[config.mk]
export PLATFORM = sky130hd
export DESIGN_NAME = bq_history
export DESIGN_NICKNAME = d
export VERILOG_FILES = /design/src/hw/rtl/bq_pkg.sv /design/src/hw/rtl/bq_history.sv
export SDC_FILE = /design/constraint.sdc
export NUM_CORES = 1
export LEC_CHECK = 0
export ABC_AREA = 1
export BUFFER_PORTS_ARGS = -buffer_cell sky130_fd_sc_hd__buf_2
export CORE_ASPECT_RATIO = 1.4
export CORE_MARGIN = 4
export CORE_UTILIZATION = 30
export DETAILED_ROUTE_END_ITERATION = 10
export SETUP_SLACK_MARGIN = 0.05
export SYNTH_ARGS = -nofsm -noshare
export SYNTH_HDL_FRONTEND = slang
export SYNTH_SLANG_ARGS = --single-unit
[constraint.sdc]
create_clock -name clk -period 1.8 [get_ports clk]
set_input_delay 0.36 -clock clk [delete_from_list [all_inputs] [get_ports clk]]
set_output_delay 0.36 -clock clk [all_outputs]
set_load 0.05 [all_outputs]
[src/hw/rtl/bq_pkg.sv]
// Shared widths, register indexes and structure types for the biquad filter.
`timescale 1ns / 1ps

package bq_pkg;

  // Sample and coefficient formats: Q16.16 samples, Q3.28 coefficients.
  localparam int SAMPLE_W   = 32;
  localparam int COEF_W     = 32;
  localparam int FRAC_SHIFT = 28;

  // One full product and the exact sum of five products with rounding headroom.
  localparam int PROD_W = SAMPLE_W + COEF_W;
  localparam int ACC_W  = PROD_W + 3;
  localparam int YFULL_W = ACC_W - FRAC_SHIFT;

  // Configuration port.
  localparam int CFG_IDX_W  = 3;
  localparam int CFG_DATA_W = COEF_W;

  localparam logic [CFG_IDX_W-1:0] REG_B0 = 3'd0;
  localparam logic [CFG_IDX_W-1:0] REG_B1 = 3'd1;
  localparam logic [CFG_IDX_W-1:0] REG_B2 = 3'd2;
  localparam logic [CFG_IDX_W-1:0] REG_A1 = 3'd3;
  localparam logic [CFG_IDX_W-1:0] REG_A2 = 3'd4;

  // Count of history samples in the current series; it stops at two.
  localparam int SEEN_W = 2;
  localparam logic [SEEN_W-1:0] SEEN_NONE = 2'd0;
  localparam logic [SEEN_W-1:0] SEEN_ONE  = 2'd1;
  localparam logic [SEEN_W-1:0] SEEN_FULL = 2'd2;

  // Output clamp limits.
  localparam logic signed [SAMPLE_W-1:0] OUT_MAX = {1'b0, {(SAMPLE_W-1){1'b1}}};
  localparam logic signed [SAMPLE_W-1:0] OUT_MIN = {1'b1, {(SAMPLE_W-1){1'b0}}};

  typedef struct packed {
    logic signed [COEF_W-1:0] b0;
    logic signed [COEF_W-1:0] b1;
    logic signed [COEF_W-1:0] b2;
    logic signed [COEF_W-1:0] a1;
    logic signed [COEF_W-1:0] a2;
  } coef_t;

  typedef struct packed {
    logic signed [SAMPLE_W-1:0] x1;
    logic signed [SAMPLE_W-1:0] x2;
    logic signed [SAMPLE_W-1:0] y1;
    logic signed [SAMPLE_W-1:0] y2;
    logic [SEEN_W-1:0]          seen;
  } hist_t;

endpackage

[src/hw/rtl/bq_history.sv]
// Two-deep sample and result history with the per-series fill count.
`timescale 1ns / 1ps

module bq_history
  import bq_pkg::*;
(
  input  logic                       clk,
  input  logic                       rst_n,
  input  logic                       advance,
  input  logic                       start,
  input  logic signed [SAMPLE_W-1:0] x,
  input  logic signed [SAMPLE_W-1:0] y,
  output hist_t                      hist
);

  hist_t             hist_r;
  hist_t             hist_nxt;
  logic [SEEN_W-1:0] seen_eff;

  // A new series forgets the older history before this word is counted.
  always_comb begin
    seen_eff = start ? SEEN_NONE : hist_r.seen;
    hist_nxt = hist_r;
    if (advance) begin
      hist_nxt.x2 = hist_r.x1;
      hist_nxt.x1 = x;
      hist_nxt.y2 = hist_r.y1;
      hist_nxt.y1 = y;
      hist_nxt.seen = (seen_eff == SEEN_FULL) ? SEEN_FULL : seen_eff + SEEN_ONE;
    end
  end

  always_ff @(posedge clk) begin
    if (!rst_n) begin
      hist_r <= '0;
    end else begin
      hist_r <= hist_nxt;
    end
  end

  assign hist = hist_r;

endmodule

==> Word-level counts from Yosys, hierarchy flattened <==
Cells that the tools add are included.
{ "word_totals": {"input_bits": 68, "wordCells": 9, "ff_bits": 130, "output_inout_bits": 130} }
{ "op_classes": {"n_mux": 2, "eq_ne": 1, "add_sub_neg": 1} }
{ "op_table": {"columns": ["cell", "count"], "rows": [
  ["$mux 2", 2],
  ["$add 2x1->2 const B", 1],
  ["$eq 2x2->1 const B", 1]
]} }

==> Depth between registers and ports, before layout <==
Gate-level depths: netlist of the first run.
{ "logic_depth": {"word_depth": 3, "ltp_mapped": 7} }

==> Worst setup path after synthesis of the first run <==
OpenSTA, ideal clock, no wires.
{ "synth_timing": {"path_kind": "reg-to-reg", "start": "reg hist_r (netlist bit hist[0])", "end": "reg hist_r (netlist bit hist[1])", "arrival_time_ns": 1.190, "t_required_ns": 1.686, "setup_time_ns": 0.114, "stages_incl_launch_ff": 7, "setup_slack_ns": 0.496, "n_path_buf": 0, "period_less_slack_ns": 1.304, "cell_sequence": "dfxtp_1 nand2_1 ha_1 inv_1 nand2_1 nand2_1 nor2_1"} }
{ "synth_via": {"elab_chain_cells": 3} }
{ "synth_rtl": {"columns": ["element", "line", "text"], "rows": [
  ["start, declared", "bq_history.sv:16", "hist_t hist_r;"],
  ["start signal, assigned", "bq_history.sv:37", "hist_r <= hist_nxt;"],
  ["$mux 2 *", "bq_history.sv:22", "seen_eff = start ? SEEN_NONE : hist_r.seen;"],
  ["$add 2x1->2 / $eq 2x2->1 (equally long branches)", "bq_history.sv:29", "hist_nxt.seen = (seen_eff == SEEN_FULL) ? SEEN_FULL : seen_eff + SEEN_ONE;"],
  ["$mux 2 *", "bq_history.sv:29", null]
]} }
Every way passes the cells marked *; elsewhere a longest branch is shown, timed or not.
A chain may end at the register's enable or synchronous reset.

==> Final worst setup path of the first run <==
{ "layout_timing": {"start": "reg hist_r (netlist bit hist[57])", "end": "out hist[57] in the netlist's numbering"} }
{ "layout_rtl": {"columns": ["element", "line", "text"], "rows": [
  ["end, declared", "bq_history.sv:13", "output hist_t hist"]
]} }
No word-level cell between the ends.

==> metrics.csv, run 1 <==
stage,metric,value,unit
clock_network,cts_resized,0,
clock_network,cts_tree,yes,
final_layout,design_area,7190,µm²
setup_path,rr_worst_depth,6,
setup_path,start_kind,flip-flop,
synthesis,seq_area_frac_synth,0.480,
setup_path,worst-path-stages,1,
setup_path,worstPathRequired,1.44,ns
hold_path,hp-class,in2reg,
setup_path,path_class,reg2out,
sta,slew_viol_final,0,
clock_network,cts_setup_buffers,0,
die,fp.dieW,122,µm
global_route,grt-ovfl-total,0,
setup_path,end_kind,output pin,
die,initial_core_util,0.309,
route,postRouteAntennaNets,0,
global_route,antenna_found_initial,3,
global_route,grtUsageTotal,0.132,
route,drt_wl_total,13.5,mm
setup_path,path_buf_inv,1,
final_layout,post-route-util,0.410,
final_layout,final_common_cell,nand2_1,
sta,fmax,696,MHz
sta,relSlewSlack,0.722,
global_route,grt_pass1_vias,4342,
pwr,power.density,1190,nW/µm²
sta,worst_slew_pin_slew,0.416,ns
clock_network,cts_max_path_buffers,2,
setup_path,cp_max_fo,3,
global_route,grt_start_max_net_pins,57,
pwr,power_leakage,4.16,nW
die,ios,198,
final_layout,finalNonFillerCells,1262,
setup_path,r2r-start,hist[0]$_SDFFE_PN0P_,
route,dr_total_vias,4852,
hold_path,whs_endpoint,hist[46]$_SDFFE_PN0P_,
setup_path,path_cells,buf_2,
route,wire_per_inst,10.7,µm
die,dieArea,20300,µm²
clock_network,cts_sinks,130,
place,port_buffers,197,
synthesis,syn-instance-count,827,
synthesis,syn-cell-area,5420,µm²
clock_network,postCtsHoldBufs,0,
final_layout,synthToLayoutAreaGrowth,32.6,%
clock_network,cts_buffers,17,
sta,final_hold_viol_count,0,
hold_path,worstHoldStart,y[12],
setup_path,arrival,1.08,ns
final_layout,final_cell_mix,"nand2_1 (262), nor2_1 (260), buf_2 (195)",
setup_path,r2r_slack,0.79,ns
global_route,grt_pass1_wl,21.4,mm
setup_path,reg2reg_to,hist[1]$_SDFFE_PN0P_,
pwr,ir_drop,0.415,mV
die,num_rows,57,
synthesis,ys_warn_count,0,
sta,timing.setup.tns,0,ns
sta,finalClockSkew,0.00529,ns
sta,min_period,1.44,ns
route,vias_per_cell,3.84,
setup_path,cp_slowest_cell,dfxtp_1,
route,drc_errors,0,
setup_path,cpPeakStageDelay,0.38,ns
final_layout,nNetsFinal,1081,
place,routabilityCongestion,0.785,
synthesis,synth_nets,896,
place,place_inst,1229,
die,core_area,17500,µm²
place,placed_area,6540,µm²
sta,setup_violations,0,
clock_network,root_buffer,clkbuf_16,
hold_path,holdPathStages,5,
flow_run,drv_cap,0,
route,drtIter0Drc,281,
clock_network,clock_latency,0.41,ns
synthesis,synth_cell_types,8,
final_layout,largest_reg_flops,130,
sta,finalCritPeriodShare,0.799,
place,hpwl,9.61,mm
setup_path,cp_top_family,flip-flops,
clock_network,htree_levels,4,
synthesis,ys_seq_elements,130,
clock_network,cts.clk_slew.worst_paths,0.06,ns
final_layout,drive_gt1_frac,0.234,
outcome,status,"complete, no violations",
synthesis,synth.avg_cell_area,6.56,µm²
route,drtPass1Iterations,4,
sta,whs,0.228,ns
die,fp.dieH,167,µm
sta,rsz0062_at_grt,no,
==> how the worst max path moves through the flow <==
stage                          start  slack [ns]                     to
2_1_floorplan   hist[0]$_SDFFE_PN0P_        0.50   hist[1]$_SDFFE_PN0P_
6_report       hist[57]$_SDFFE_PN0P_        0.36               hist[57]
5_1_grt        hist[52]$_SDFFE_PN0P_        0.32               hist[52]
3_3_place_gp                 advance        0.45  hist[18]$_SDFFE_PN0P_
4_1_cts        hist[57]$_SDFFE_PN0P_        0.34               hist[57]
3_5_place_dp                 advance        0.45  hist[50]$_SDFFE_PN0P_
==> cells in the mapped netlist <==
cell type	n	area, µm²
buf_2	17	85.1
buf_6	23	259
clkbuf_1	3	11.3
dfxtp_1	130	2600
ha_1	1	12.5
inv_1	131	492
nand2_1	262	983
nor2_1	260	976
==> layout make-up <==
cell class	instances	area, µm²
timing repair buffer	209	1170
multi-input combinational	523	1970
inverter	131	492
clock buffer	19	443
clock inverter	13	208
tap	236	295
fill	1934	10400
sequential	130	2600
antenna	1	2.50
==> logic make-up after synthesis <==
| logic type | after synthesis | synth area share |
|---|---|---|
| AND/OR/NAND/NOR | 522 | 0.361 |
| buffers and inverters | 174 | 0.156 |
| flip-flops | 130 | 0.480 |
| adder cells (fa/ha/maj) | 1 | 0.00231 |
==> per-layer routing <==
metal,track usage,part of all wire,vias up
li1,-,-,2704
met1,0.152,0.43,2014
met2,0.219,0.48,114
met3,0.0526,0.073,16
met4,0.0478,0.016,4
met5,0,0.0016,-
==> power breakdown <==
part           switching [W]  internal (W)  total (W)
Clock                0.00129       0.00250    0.00379
Sequential          0.000121       0.00308    0.00320
Combinational        0.00114      0.000400    0.00154
==> stage by stage <==
| stage | total power (W) | worst slack (ns) |
|---|---|---|
| 5_1_grt | 0.00892 | 0.318 |
| 3_5_place_dp | 0.00482 | 0.449 |
| 2_1_floorplan | 0.00445 | 0.496 |
| 4_1_cts | 0.00867 | 0.342 |
| 3_3_place_gp | 0.00481 | 0.450 |
| 6_report | 0.00852 | 0.363 |
Power figures use the tool's default switching activity.
==> run 2: changes to the inputs <==
- clock period: 1.8 -> 1.3 ns (I/O delays scaled with it)
==> run 2 against run 1 <==
  * Total power up 34%
  * Non-clock buffer count increased by 2
  * Via count rose by 2.5%
==> metrics.csv, run 2 (same netlist as run 1, synthesis figures left out) <==
stage,metric,value,unit,change
outcome,status,"complete, no violations",,
route,postRouteAntennaNets,0,,unchanged
sta,finalClockSkew,0.00792,ns,+0.00263 ns
die,initial_core_util,0.309,,unchanged
sta,timing.setup.tns,0,ns,unchanged
final_layout,synthToLayoutAreaGrowth,46.4,%,
route,wire_per_inst,10.8,µm,+1.3%
final_layout,final_cell_mix,"nand2_1 (262), nor2_1 (260), inv_1 (131)",,
setup_path,r2r-start,hist[1]$_SDFFE_PN0P_,,
clock_network,postCtsHoldBufs,0,,unchanged
route,vias_per_cell,3.93,,+2.3%
sta,relSlewSlack,0.810,,+0.0877
clock_network,cts_buffers,17,,unchanged
flow_run,drv_cap,0,,unchanged
setup_path,start_kind,flip-flop,,
setup_path,arrival,0.95,ns,-0.13 ns
clock_network,cts_max_path_buffers,2,,unchanged
sta,rsz0062_at_grt,yes,,
die,ios,198,,unchanged
die,dieArea,20300,µm²,unchanged
setup_path,cp_slowest_cell,dfxtp_1,,
setup_path,path_class,reg2out,,
place,port_buffers,197,,unchanged
setup_path,cp_max_fo,2,,-1
final_layout,design_area,7940,µm²,+10%
place,routabilityCongestion,0.736,,-6.2%
clock_network,root_buffer,clkbuf_16,,
global_route,grtUsageTotal,0.136,,+0.00437
final_layout,drive_gt1_frac,0.306,,+0.0716
pwr,power,0.0114,W,+34%
hold_path,hp-class,in2reg,,
setup_path,path_buf_inv,1,,unchanged
die,fp.dieH,167,µm,unchanged
sta,slew_viol_final,0,,unchanged
global_route,grt_pass1_vias,4692,,+8.1%
setup_path,path_cells,buf_4,,
pwr,power.density,1430,nW/µm²,+21%
place,hpwl,9.37,mm,-2.6%
sta,final_hold_viol_count,0,,unchanged
clock_network,htree_levels,4,,unchanged
final_layout,nNetsFinal,1083,,+0.19%
global_route,grt_start_max_net_pins,60,,+5.3%
sta,finalCritPeriodShare,0.932,,
die,fp.dieW,122,µm,unchanged
pwr,ir_drop,0.602,mV,+45%
sta,min_period,1.21,ns,
setup_path,cp_top_family,flip-flops,,
clock_network,cts.clk_slew.worst_paths,0.06,ns,about the same
setup_path,r2r_slack,0.33,ns,-0.46 ns
hold_path,whs_endpoint,hist[106]$_SDFFE_PN0P_,,
setup_path,end_kind,output pin,,
setup_path,rr_worst_depth,6,,unchanged
final_layout,final_common_cell,nand2_1,,
clock_network,clock_latency,0.41,ns,about the same
sta,setup_violations,0,,unchanged
die,core_area,17500,µm²,unchanged
clock_network,cts_tree,yes,,
hold_path,holdPathStages,5,,unchanged
route,drc_errors,0,,unchanged
sta,whs,0.135,ns,-0.0935 ns
setup_path,worstPathRequired,1.04,ns,-0.40 ns
route,dr_total_vias,4973,,+2.5%
sta,worst_slew_pin_slew,0.285,ns,-0.132 ns
final_layout,largest_reg_flops,130,,unchanged
global_route,grt-ovfl-total,0,,unchanged
sta,fmax,825,MHz,
place,placed_area,6550,µm²,+0.27%
global_route,antenna_found_initial,1,,-2
pwr,power_leakage,4.27,nW,+2.7%
route,drt_wl_total,13.7,mm,+1.5%
route,drtPass1Iterations,4,,unchanged
setup_path,reg2reg_to,hist[1]$_SDFFE_PN0P_,,
route,drtIter0Drc,277,,-1.4%
hold_path,worstHoldStart,x[8],,
global_route,grt_pass1_wl,22.4,mm,+4.7%
die,num_rows,57,,unchanged
clock_network,cts_sinks,130,,unchanged
setup_path,cpPeakStageDelay,0.33,ns,-0.05 ns
-- run 2: power breakdown --
group | total (W) | internal, W | switching [W] | leakage, nW
clock | 0.00443 | 0.00271 | 0.00172 | 0.262
combinational | 0.00244 | 0.000856 | 0.00159 | 2.91
sequential | 0.00452 | 0.00430 | 0.000221 | 1.10
total | 0.0114 | 0.00786 | 0.00352 | 4.27
-- run 2: what timing repair did --
action,CTS,global route
resized for setup,199,114
setup buffers,0,0
cloned,0,0
pin swaps,0,0
setup endpoints to repair,130,100
-- run 2: final cells by class --
type / count / area (µm²)
Multi-Input combinational cell: 523 / 1970
Fill cell: 1839 / 9610
Clock buffer: 22 / 464
Tap cell: 236 / 295
Antenna cell: 1 / 2.50
Inverter: 131 / 492
Sequential cell: 130 / 2700
Timing Repair Buffer: 211 / 1930
Clock inverter: 10 / 85.1
-- run 2: how the worst max path moves through the flow --
stage / end / start / cells past startpoint
2_1_floorplan: hist[1]$_SDFFE_PN0P_ / hist[0]$_SDFFE_PN0P_ / 6
3_3_place_gp: hist[24]$_SDFFE_PN0P_ / advance / 5
3_5_place_dp: hist[65]$_SDFFE_PN0P_ / advance / 5
4_1_cts: hist[103] / hist[103]$_SDFFE_PN0P_ / 1
5_1_grt: hist[35] / hist[35]$_SDFFE_PN0P_ / 1
6_report: hist[66] / hist[66]$_SDFFE_PN0P_ / 1
-- run 2: per-stage QoR --
step / worst slack (ns) / std cells / utilization
after floorplan: 0.169 / 827 / -
after detailed placement: 0.160 / 1231 / 0.374
after global placement: 0.166 / 1231 / 0.374
final: 0.0886 / 1264 / 0.452
after CTS: 0.0502 / 1263 / 0.437
after global routing: 0.0290 / 1264 / 0.452
-- run 2: metal layers --
layer	share of wire	wire length, µm	global-route usage
met5	0	0	0
met4	0.025	337	0.0527
met3	0.077	1050	0.0560
met2	0.48	6540	0.225
met1	0.42	5730	0.156
