<file path="src/hw/rtl/bq_pkg.sv">
// Shared widths, register indexes and structure types for the biquad filter.
`timescale 1ns / 1ps

package bq_pkg;

  // Sample and coefficient formats: Q16.16 samples, Q3.28 coefficients.
  localparam int SAMPLE_W   = 32;
  localparam int COEF_W     = 32;
  localparam int FRAC_SHIFT = 28;

  // One full product and the exact sum of five products with rounding headroom.
  localparam int PROD_W = SAMPLE_W + COEF_W;
  localparam int ACC_W  = PROD_W + 3;
  localparam int YFULL_W = ACC_W - FRAC_SHIFT;

  // Configuration port.
  localparam int CFG_IDX_W  = 3;
  localparam int CFG_DATA_W = COEF_W;

  localparam logic [CFG_IDX_W-1:0] REG_B0 = 3'd0;
  localparam logic [CFG_IDX_W-1:0] REG_B1 = 3'd1;
  localparam logic [CFG_IDX_W-1:0] REG_B2 = 3'd2;
  localparam logic [CFG_IDX_W-1:0] REG_A1 = 3'd3;
  localparam logic [CFG_IDX_W-1:0] REG_A2 = 3'd4;

  // Count of history samples in the current series; it stops at two.
  localparam int SEEN_W = 2;
  localparam logic [SEEN_W-1:0] SEEN_NONE = 2'd0;
  localparam logic [SEEN_W-1:0] SEEN_ONE  = 2'd1;
  localparam logic [SEEN_W-1:0] SEEN_FULL = 2'd2;

  // Output clamp limits.
  localparam logic signed [SAMPLE_W-1:0] OUT_MAX = {1'b0, {(SAMPLE_W-1){1'b1}}};
  localparam logic signed [SAMPLE_W-1:0] OUT_MIN = {1'b1, {(SAMPLE_W-1){1'b0}}};

  typedef struct packed {
    logic signed [COEF_W-1:0] b0;
    logic signed [COEF_W-1:0] b1;
    logic signed [COEF_W-1:0] b2;
    logic signed [COEF_W-1:0] a1;
    logic signed [COEF_W-1:0] a2;
  } coef_t;

  typedef struct packed {
    logic signed [SAMPLE_W-1:0] x1;
    logic signed [SAMPLE_W-1:0] x2;
    logic signed [SAMPLE_W-1:0] y1;
    logic signed [SAMPLE_W-1:0] y2;
    logic [SEEN_W-1:0]          seen;
  } hist_t;

endpackage

</file>
<file path="src/hw/rtl/bq_coef_regs.sv">
// Coefficient register file written through the configuration port.
`timescale 1ns / 1ps

module bq_coef_regs
  import bq_pkg::*;
(
  input  logic                  clk,
  input  logic                  rst_n,
  input  logic                  cfg_we,
  input  logic [CFG_IDX_W-1:0]  cfg_index,
  input  logic [CFG_DATA_W-1:0] cfg_wdata,
  output coef_t                 coef
);

  coef_t coef_r;
  coef_t coef_nxt;

  // Decode the register index; indexes past the last register are dropped.
  always_comb begin
    coef_nxt = coef_r;
    if (cfg_we) begin
      unique case (cfg_index)
        REG_B0:  coef_nxt.b0 = $signed(cfg_wdata);
        REG_B1:  coef_nxt.b1 = $signed(cfg_wdata);
        REG_B2:  coef_nxt.b2 = $signed(cfg_wdata);
        REG_A1:  coef_nxt.a1 = $signed(cfg_wdata);
        REG_A2:  coef_nxt.a2 = $signed(cfg_wdata);
        default: coef_nxt = coef_r;
      endcase
    end
  end

  always_ff @(posedge clk) begin
    if (!rst_n) begin
      coef_r <= '0;
    end else begin
      coef_r <= coef_nxt;
    end
  end

  assign coef = coef_r;

endmodule

</file>
<file path="config.mk">
export PLATFORM = sky130hd
export DESIGN_NAME = bq_coef_regs
export DESIGN_NICKNAME = d
export VERILOG_FILES = /design/src/hw/rtl/bq_pkg.sv /design/src/hw/rtl/bq_coef_regs.sv
export SDC_FILE = /design/constraint.sdc
export NUM_CORES = 1
export LEC_CHECK = 0
export BUFFER_PORTS_ARGS = -buffer_cell sky130_fd_sc_hd__buf_2
export CAP_MARGIN = 20
export CORE_MARGIN = 2
export CORE_UTILIZATION = 45
export DETAILED_ROUTE_END_ITERATION = 10
export GPL_TIMING_DRIVEN = 0
export PLACE_DENSITY = 0.81
export SYNTH_ARGS = -nofsm -noshare
export SYNTH_HDL_FRONTEND = slang
export SYNTH_SLANG_ARGS = --single-unit
export TNS_END_PERCENT = 20
</file>
<file path="constraint.sdc">
create_clock -name clk -period 1.16 [get_ports clk]
set_clock_uncertainty 0.1 [all_clocks]
set_input_delay 0.232 -clock clk [delete_from_list [all_inputs] [get_ports clk]]
set_output_delay 0.232 -clock clk [all_outputs]
set_load 0.01 [all_outputs]
</file>
# Yosys cells after proc, flatten, opt, wreduce, memory -nomap -nowiden
# Cells that the tools add are included.
dict set report totals {
  register_bits 160
  elab_cells 15
}
dict set report classes {
  n_eq_ne 4
  n_reduce_logical 6
}
# operator n
set op_table {}
lappend op_table {{$reduce_and A2 Y1} 5}
lappend op_table {{$eq A3 B2 Y1 const B} 2}
lappend op_table {{$eq A3 B1 Y1 const B} 1}
lappend op_table {{$eq A3 B3 Y1 const B} 1}
lappend op_table {{$logic_not A3 Y1} 1}

# Longest topological paths before layout
# Gate-level depths: netlist of run 1.
dict set report logic_depth {
  word_depth 2
  depth_mapped 4
  ltp_nobuf 2
}

# Worst setup path after synthesis of run 1
# Ideal clock, no wire load.
dict set report synth_path {
  path_kind {in2reg}
  start {in cfg_index[0]}
  end {reg coef_r, in the netlist coef[128]}
  arrival_ps 1049
  required_ps 988
  path_slack_ps -60
  cell_stages 3
  cell_sequence {nor4b_4 buf_6 mux2i_1}
}
dict set report synth_between {
  elab_chain_cells 2
}
# item line_no
set synth_rtl {}
lappend synth_rtl {{start: declaration} bq_coef_regs.sv:10} ;# input logic [CFG_IDX_W-1:0] cfg_index,
lappend synth_rtl {{$logic_not A3 Y1} bq_coef_regs.sv:22} ;# unique case (cfg_index)
lappend synth_rtl {{$reduce_and A2 Y1 (no line)} -}
lappend synth_rtl {{end signal: assignment} bq_coef_regs.sv:37} ;# coef_r <= coef_nxt;
lappend synth_rtl {{end: declaration} bq_coef_regs.sv:15} ;# coef_t coef_r;
# No other way between the ends.
# A chain may end at the register's enable or synchronous reset.

# Worst setup path after layout of run 1
dict set report layout_path {
  start {reg coef_r, in the netlist coef[129]}
  end {out coef[129] (netlist name)}
}
# item line_no
set layout_lines {}
lappend layout_lines {{end: declaration} bq_coef_regs.sv:12} ;# output coef_t coef
# No word-level cell between the ends.

==> results of run 1 <==
## worst reg2reg max path, stage by stage, from the launching register on
cell and delay [ns]:
dfxtp_2 0.33, buf_4 0.12, buf_4 0.12, nand2_1 0.07, mux2i_1 0.09
## per-stage QoR
stage / hold slack (ns) / power, mW / TNS [ns]
3_5_place_dp: 0.346 / 6.57 / -38.46
4_1_cts: 0.0223 / 12.5 / -6.78
3_3_place_gp: 0.340 / 6.55 / -36.32
2_1_floorplan: 0.336 / 6.23 / -1.81
6_report: 0.0737 / 12.5 / -5.40
5_1_grt: 0.0854 / 13.0 / -9.92
## power by group through the flow
stage | combinational [mW] | sequential, mW | clock (mW)
6_report | 0.935 | 5.73 | 5.88
5_1_grt | 0.998 | 5.74 | 6.24
4_1_cts | 0.911 | 5.73 | 5.90
3_5_place_dp | 0.770 | 5.80 | 0
3_3_place_gp | 0.760 | 5.79 | 0
2_1_floorplan | 0.377 | 5.85 | 0
## placed cells by master, fill, tap and decap left out, drive strengths merged
cell      instances
buf             233
bufinv            3
clkbuf           38
clkinv            2
clkinvlp          3
dfxtp           160
mux2i           160
nand2           192
nand4b            1
nand4bb           3
nor4b             1
## worst min-delay path by stage
| stage | start | end | slack [ns] | cells past startpoint |
|---|---|---|---|---|
| final | cfg_wdata[12] | coef[76] | 0.07 | 3 |
| after global routing | cfg_wdata[20] | coef[52] | 0.09 | 3 |
| after CTS | cfg_index[2] | coef[149] | 0.02 | 3 |
| after detailed placement | coef[159] | coef[159] | 0.35 | 2 |
| after global placement | coef[144] | coef[144] | 0.34 | 2 |
| after floorplan | cfg_index[0] | coef[149] | 0.34 | 2 |
## logic make-up after synthesis
| group | share of synthesized area (%) |
|---|---|
| and+or+nand+nor | 13.5 |
| muxes | 27.5 |
| DFF | 55.1 |
| buffers and inverters | 3.83 |
## Yosys cell counts (all sizes together)
| library cell | instances | area, um^2 |
|---|---|---|
| buf | 25 | 170 |
| clkbuf | 14 | 52.6 |
| dfxtp | 160 | 3200 |
| mux2i | 160 | 1600 |
| nand2 | 192 | 721 |
| nand4b | 1 | 8.76 |
| nand4bb | 3 | 33.8 |
| nor4b | 1 | 23.8 |
## cell type report
cell class | instances | area share [%]
sequential | 160 | 38.1
multi-input combinational | 357 | 26.7
timing repair buffer | 208 | 23.3
clock buffer | 24 | 5.61
buffer | 39 | 2.52
tap | 172 | 2.41
clock inverter | 8 | 1.41
## repair_timing
action	in CTS	in global routing
resized for setup	325	4
pin swaps	1	1
setup endpoints to repair	164	169
buffers inserted	2	10
## layer usage
layer / up-vias / global-route usage (%)
li1: 2300 / -
met1: 2314 / 28.3
met2: 175 / 44.8
met3: 34 / 7.56
met4: 0 / 10.1
met5: - / 0
==> flow_metrics.tcl, run 1 <==
set metrics [dict create \
    grt_pass1_vias 4955 \
    ctsHoldBuffers 0 \
    final_core_util_pct 70.9 \
    crit_type "reg2out" \
    grt_overflow 0 \
    avgSynthCellArea_um2 10.5 \
    wl_um 17500 \
    multi_input_area_um2 2390 \
    place_ws_ns -0.454 \
    layout_min_cycle_time_ns 1.22 \
    grtUsageTotal_pct 25.3 \
    worstSetupStartpoint "coef[129]" \
    drive_above_1_share_pct 53.1 \
    hpwl_um 11200 \
    cp-start-kind "register" \
    nets 821 \
    synth_warnings 0 \
    share_comb_of_total_power_pct 7.5 \
    ant_nets 0 \
    initial_core_util_pct 46.1 \
    cts_tree "built" \
    avgViaCountPerCell 4.98 \
    seqPwrFrac_pct 45.7 \
    max_freq_mhz 823 \
    antenna_found_initial 0 \
    p_switching_mw 2.80 \
    route.met2.wl_um 8990 \
    fin_area_um2 8940 \
    fin_ws_ns -0.0554 \
    worstSetupEndpointType "output port" \
    largest_register_ffs 160 \
    crit_family "flip-flops" \
    r2r_start "coef[153]" \
    dr_wl_met3_um 1110 \
    drt-met1-wl_um 7000 \
    nFillCells 880 \
    tightest_slew_ns 0.588 \
    die_w_um 118 \
    crit_end "coef[129]" \
    clockBufferDepth 2 \
    post-place-cells 924 \
    cp.required_ns 0.83 \
    clkSlewWorstSetupHoldPaths_ns 0.06 \
    finalSetupViolCount 160 \
    violations "setup timing" \
    cts_buffers 17 \
    ys_types 11 \
    port-buffer-count 196 \
    slew_viol_final 0 \
    final_hold_viol_count 0 \
    clkSinkCount 160 \
    post-route-drc-count 0 \
    grt_pass1_wl_um 27200 \
    synth_seq_area_share_pct 55.1 \
    critPathBufInv 1 \
    slew_headroom_pct 60.8 \
    h-tree-depth 4 \
    rows 41 \
    synthToLayoutAreaGrowth_pct 53.8 \
    critPathMaxStageDelay_ns 0.35 \
    coreArea_um2 12600 \
    fin_crit_sh_pct 105 \
    mappedNetlistNets 594 \
    reg2regPathDepth 4 \
    powerDensity_nw_per_um2 1400 \
    maxCapViolations 0 \
    critical_path_depth 1 \
    r2r_slack_ns 0.21 \
    grt_max_degree 17 \
    place_area_um2 7010 \
    hp-class "in2reg" \
    die_area_um2 13800 \
    highest_layer "met4" \
    synth_seq_cells 160 \
    first_pass_iters 4 \
    antenna_cells 0 \
    clk_latency_ns 0.42 \
    fin_cells 968 \
    ioPinCount 198 \
    worst_ep_arrival_time_ns 0.88 \
    pwr-share-clk_pct 46.9 \
    netlist_instances 556 \
    cts-root-buf "clkbuf_16" \
    power.internal_mw 9.75 \
    drt_iter0_drc 200 \
    crit_chain "buf_6" \
    power_leakage_nw 4.48 \
    sw_frac_of_total_pct 22.3 \
    post_drt_wl_per_cell_um 18.1 \
    seqCellArea_um2 3400 \
    cp_max_fo 2 \
    r2r-end "coef[153]" \
    gp_congestion 0.784 \
    grt_setup_unrepaired "yes" \
    status "finished with violations" \
    ir_worst_vdd_v 0.000982 \
    die_height_um 118 \
    num_vias 4823 \
    syn_area_um2 5810 \
    slowest_stage "dfxtp_2" \
]
No activity file was read; power rests on OpenSTA's default activity.
==> run 2: changes to the inputs <==
--- a/config.mk
+++ b/config.mk
@@ -9,6 +9,7 @@
 export CAP_MARGIN = 20
 export CORE_MARGIN = 2
 export CORE_UTILIZATION = 45
+export CTS_BUF_LIST = sky130_fd_sc_hd__clkbuf_16
 export DETAILED_ROUTE_END_ITERATION = 10
 export GPL_TIMING_DRIVEN = 0
 export PLACE_DENSITY = 0.81
==> constraint.sdc (replaced) <==
create_clock -name clk -period 1.1 [get_ports clk]
set_clock_uncertainty 0.1 [all_clocks]
set_input_delay 0.22 -clock clk [delete_from_list [all_inputs] [get_ports clk]]
set_output_delay 0.22 -clock clk [all_outputs]
set_load 0.01 [all_outputs]
==> run 2 against run 1 <==
The flow still finishes with violations (setup timing). Largest cell class unchanged. Worst setup slack worse by 0.049 ns. Die area unchanged. Total power up 2.2%. Largest power group is now registers.
==> flow_metrics.tcl, run 2 (synthesis results as in run 1) <==
set metrics [dict create \
    status "finished with violations" \
    violations "setup timing" \
    cts-root-buf "clkbuf_16" \
    hp-class "in2reg" \
    worstSetupEndpointType "output port" \
    layout_min_cycle_time_ns 1.20 \
    layout.cells.most_common_list "nand2_1, buf_6, mux2i_1, dfxtp_2, buf_2" \
    initial_core_util_pct 46.1 \
    worst_ep_arrival_time_ns 0.88 \
    die_w_um 118 \
    post-place-cells 924 \
    cts_tree "built" \
    nets 823 \
    cts_buffers 17 \
    crit_chain "buf_6" \
    crit_type "reg2out" \
    drt_iter0_drc 212 \
    final_hold_viol_count 0 \
    die_height_um 118 \
    slew_headroom_pct 64.4 \
    hpwl_um 11200 \
    finalSetupViolCount 160 \
    crit_family "flip-flops" \
    first_pass_iters 4 \
    critPathBufInv 1 \
    gp_congestion 0.784 \
    fin_crit_sh_pct 110 \
    clockBufferDepth 2 \
    clk_latency_ns 0.41 \
    rows 41 \
    coreArea_um2 12600 \
    fin_tns_setup_ns -11.96 \
    ant_nets 0 \
    port-buffer-count 196 \
    slowest_stage "dfxtp_2" \
    cp.required_ns 0.78 \
    avgViaCountPerCell 5.01 \
    post_drt_wl_per_cell_um 18.0 \
    wl_um 17500 \
    layout_commonest_cell "nand2_1" \
    grt_setup_unrepaired "yes" \
    cp_max_fo 2 \
    maxCapViolations 0 \
    powerDensity_nw_per_um2 1440 \
    grt_overflow 0 \
    place_ws_ns -0.502 \
    drive_above_1_share_pct 52.6 \
    clkSlewWorstSetupHoldPaths_ns 0.06 \
    ioPinCount 198 \
    post-route-drc-count 0 \
    fin_ws_ns -0.105 \
    grt_pass1_wl_um 27200 \
    grt_max_degree 17 \
    antenna_cells 0 \
    critPathMaxStageDelay_ns 0.36 \
    largest_register_ffs 160 \
    antenna_found_initial 0 \
    grtUsageTotal_pct 25.3 \
    max_freq_mhz 830 \
    synthToLayoutAreaGrowth_pct 53.3 \
    slew_viol_final 0 \
    fin_cells 970 \
    ctsHoldBuffers 0 \
    h-tree-depth 4 \
    total_power_mw 12.8 \
    clkSinkCount 160 \
    cp-start-kind "register" \
    ir_worst_vdd_v 0.00103 \
    power_leakage_nw 4.47 \
    tightest_slew_ns 0.534 \
    die_area_um2 13800 \
    grt_pass1_vias 4990 \
    num_vias 4859 \
]
==> run 2: power breakdown <==
group	internal, mW	leakage (nW)	switching, mW
registers	5.95	1.37	0.0973
clock network	3.51	0.279	2.28
logic	0.464	2.82	0.528
==> run 2: stage by stage <==
| stage | area [um^2] | util, % | hold slack [ns] |
|---|---|---|---|
| 3_5_place_dp | 7010 | 55.6 | 0.346 |
| 4_1_cts | 8830 | 70.0 | 0.00235 |
| 6_report | 8910 | 70.6 | 0.0670 |
| 5_1_grt | 8910 | 70.6 | 0.0701 |
| 3_3_place_gp | 7010 | 55.6 | 0.340 |
| 2_1_floorplan | 5810 | - | 0.324 |
==> run 2: repair_timing <==
action | 4_1_cts | 5_1_grt
endpoints found under the setup margin | 190 | 192
gates cloned | 0 | 0
hold endpoints to repair | 0 | 0
buffers inserted | 3 | 11
resized for setup | 327 | 4
pin swaps | 1 | 1
==> run 2: final timing paths <==
check,from,end,slack [ns],depth (start not counted)
max,coef[109],coef[109],-0.10,1
min,cfg_wdata[12],coef[76],0.07,3
max reg2reg,coef[153],coef[153],0.16,4
min reg2reg,coef[138],coef[138],0.36,2
==> run 2: cell type report <==
| class | count | area (um^2) |
|---|---|---|
| multi-input cells | 357 | 2390 |
| clock buffers | 17 | 425 |
| repair buffers | 210 | 2100 |
| fillers | 881 | 3710 |
| clock inverters | 15 | 153 |
| plain buffers | 39 | 225 |
| flip-flops and latches | 160 | 3400 |
| well taps | 172 | 215 |
==> run 2: routing by layer <==
layer / track usage (%) / wire length, um / vias to the layer above
met3: 7.80 / 1080 / 35
met1: 28.0 / 6950 / 2353
met2: 44.8 / 9030 / 167
li1: - / - / 2304
met5: 0 / 0 / -
met4: 10.2 / 442 / 0
==> run 3: changes to the inputs <==
--- a/config.mk
+++ b/config.mk
@@ -7,7 +7,8 @@
 export LEC_CHECK = 0
 export BUFFER_PORTS_ARGS = -buffer_cell sky130_fd_sc_hd__buf_2
 export CAP_MARGIN = 20
-export CORE_MARGIN = 2
+export CORE_ASPECT_RATIO = 1.2
+export CORE_MARGIN = 3
 export CORE_UTILIZATION = 45
 export CTS_BUF_LIST = sky130_fd_sc_hd__clkbuf_16
 export DETAILED_ROUTE_END_ITERATION = 10
==> run 3 against run 2 <==
The run ends with hold timing, setup timing left. Total power up 5.6%. Via count down 0.47%. Flip-flop and latch count unchanged. Critical path depth unchanged. Routed wire length up 2.2%. Combinational power about the same. Utilization up 2.2 points. Final area up 1.2%. Sequential share of layout area down 0.43 points. Maximum frequency up 0.36%. Critical path type unchanged. Largest cell class unchanged.
==> flow_metrics.tcl, run 3 (synthesis results as in run 1) <==
set metrics [dict create \
    initial_core_util_pct 46.9 \
    crit_type "reg2out" \
    port-buffer-count 196 \
    worstSetupEndpointType "output port" \
    fin_tns_setup_ns -10.85 \
    die_area_um2 14300 \
    tightest_slew_ns 0.614 \
    maxCapViolations 0 \
    busiest_layer "met2" \
    layout_commonest_cell "nand2_1" \
    ir_worst_vdd_v 0.00104 \
    grt_overflow 0 \
    synthToLayoutAreaGrowth_pct 55.2 \
    rows 44 \
    power_leakage_nw 4.55 \
    die_w_um 110 \
    cp_max_fo 2 \
    clkSinkCount 160 \
    use_met1_pct 27.4 \
    grtUsageTotal_pct 24.7 \
    critPathMaxStageDelay_ns 0.36 \
    clockBufferDepth 2 \
    die_height_um 131 \
    grt_util_met3_pct 8.16 \
    slew_headroom_pct 59.0 \
    cts_tree "built" \
    avgViaCountPerCell 5.02 \
    coreArea_um2 12400 \
    worst_ep_arrival_time_ns 0.88 \
    antenna_cells 0 \
    cp-start-kind "register" \
    cp.required_ns 0.78 \
    met2_usage_pct 43.8 \
    largest_register_ffs 160 \
    fin_crit_sh_pct 109 \
    final_hold_viol_count 1 \
    ctsHoldBuffers 0 \
    powerDensity_nw_per_um2 1500 \
    ioPinCount 198 \
    first_pass_iters 4 \
    finalSetupViolCount 160 \
    clk_latency_ns 0.40 \
    cts-root-buf "clkbuf_16" \
    clkSlewWorstSetupHoldPaths_ns 0.06 \
    crit_family "flip-flops" \
    grt_pass1_wl_um 26900 \
    violations "hold timing, setup timing" \
    grt_max_degree 17 \
    hpwl_um 11400 \
    total_power_mw 13.5 \
    post-route-drc-count 0 \
    layout.cells.most_common_list "nand2_1, buf_6, mux2i_1" \
    hold_ws_ns -0.0130 \
    slowest_stage "dfxtp_4" \
    status "finished with violations" \
    num_vias 4836 \
    wl_um 17900 \
    max_freq_mhz 833 \
    drive_above_1_share_pct 53.3 \
    grt_pass1_vias 5087 \
    drt_iter0_drc 242 \
    gp_congestion 0.765 \
    critPathBufInv 1 \
    h-tree-depth 4 \
    crit_chain "buf_6" \
    layout_min_cycle_time_ns 1.20 \
    cts_buffers 17 \
    ant_nets 0 \
    post_drt_wl_per_cell_um 18.6 \
    hp-class "in2reg" \
    grt_setup_unrepaired "yes" \
    nets 830 \
    antenna_found_initial 0 \
    final_core_util_pct 72.8 \
    slew_viol_final 0 \
    fin_ws_ns -0.100 \
]
[run 3: changes by cell type in the layout (fill, tap and decap cells not counted), sizes merged]
cell and change:
buf +7, clkinv -5, bufinv +3, clkinvlp -2, inv +2
[run 3: power breakdown]
part	internal (mW)	total (mW)	switching (mW)
clock	4.21	6.50	2.28
combinational	0.469	1.00	0.530
sequential	5.95	6.04	0.0992
[run 3: through the flow]
step           hold slack [ns]  setup WS (ns)  std cells  instance area (um^2)
2_1_floorplan            0.324         -0.108        556                  5810
3_3_place_gp             0.339         -0.463        913                  7000
3_5_place_dp             0.345         -0.498        913                  7000
4_1_cts                 0.0109         -0.104        948                  8900
5_1_grt                -0.0211         -0.130        964                  9020
6_report               -0.0130         -0.100        964                  9020
[run 3: worst paths after layout]
kind	to	from	cells after the start	slack (ns)
max reg2reg	coef[52]	coef[52]	4	0.20
min	coef[150]	cfg_index[2]	3	-0.01
min reg2reg	coef[134]	coef[134]	2	0.36
max	coef[101]	coef[101]	1	-0.10
[run 3: final cells by class]
type / instances / area, um^2
Clock inverter: 13 / 221
Multi-Input combinational cell: 357 / 2390
Tap cell: 161 / 201
Timing Repair Buffer: 217 / 2160
Sequential cell: 160 / 3410
Buffer: 39 / 224
Fill cell: 843 / 3360
Clock buffer: 17 / 425
[run 3: layer usage]
metal	part of all wire [%]	routed length (um)
met5	0	0
met4	1.6	290
met3	6.6	1180
met2	53	9420
met1	39	7000
[run 3: what timing repair did]
action | in CTS | in global routing
pin swaps | 1 | 1
endpoints found under the hold margin | 0 | 1
gates resized for setup | 330 | 3
endpoints found under the setup margin | 190 | 191
buffers inserted | 5 | 16
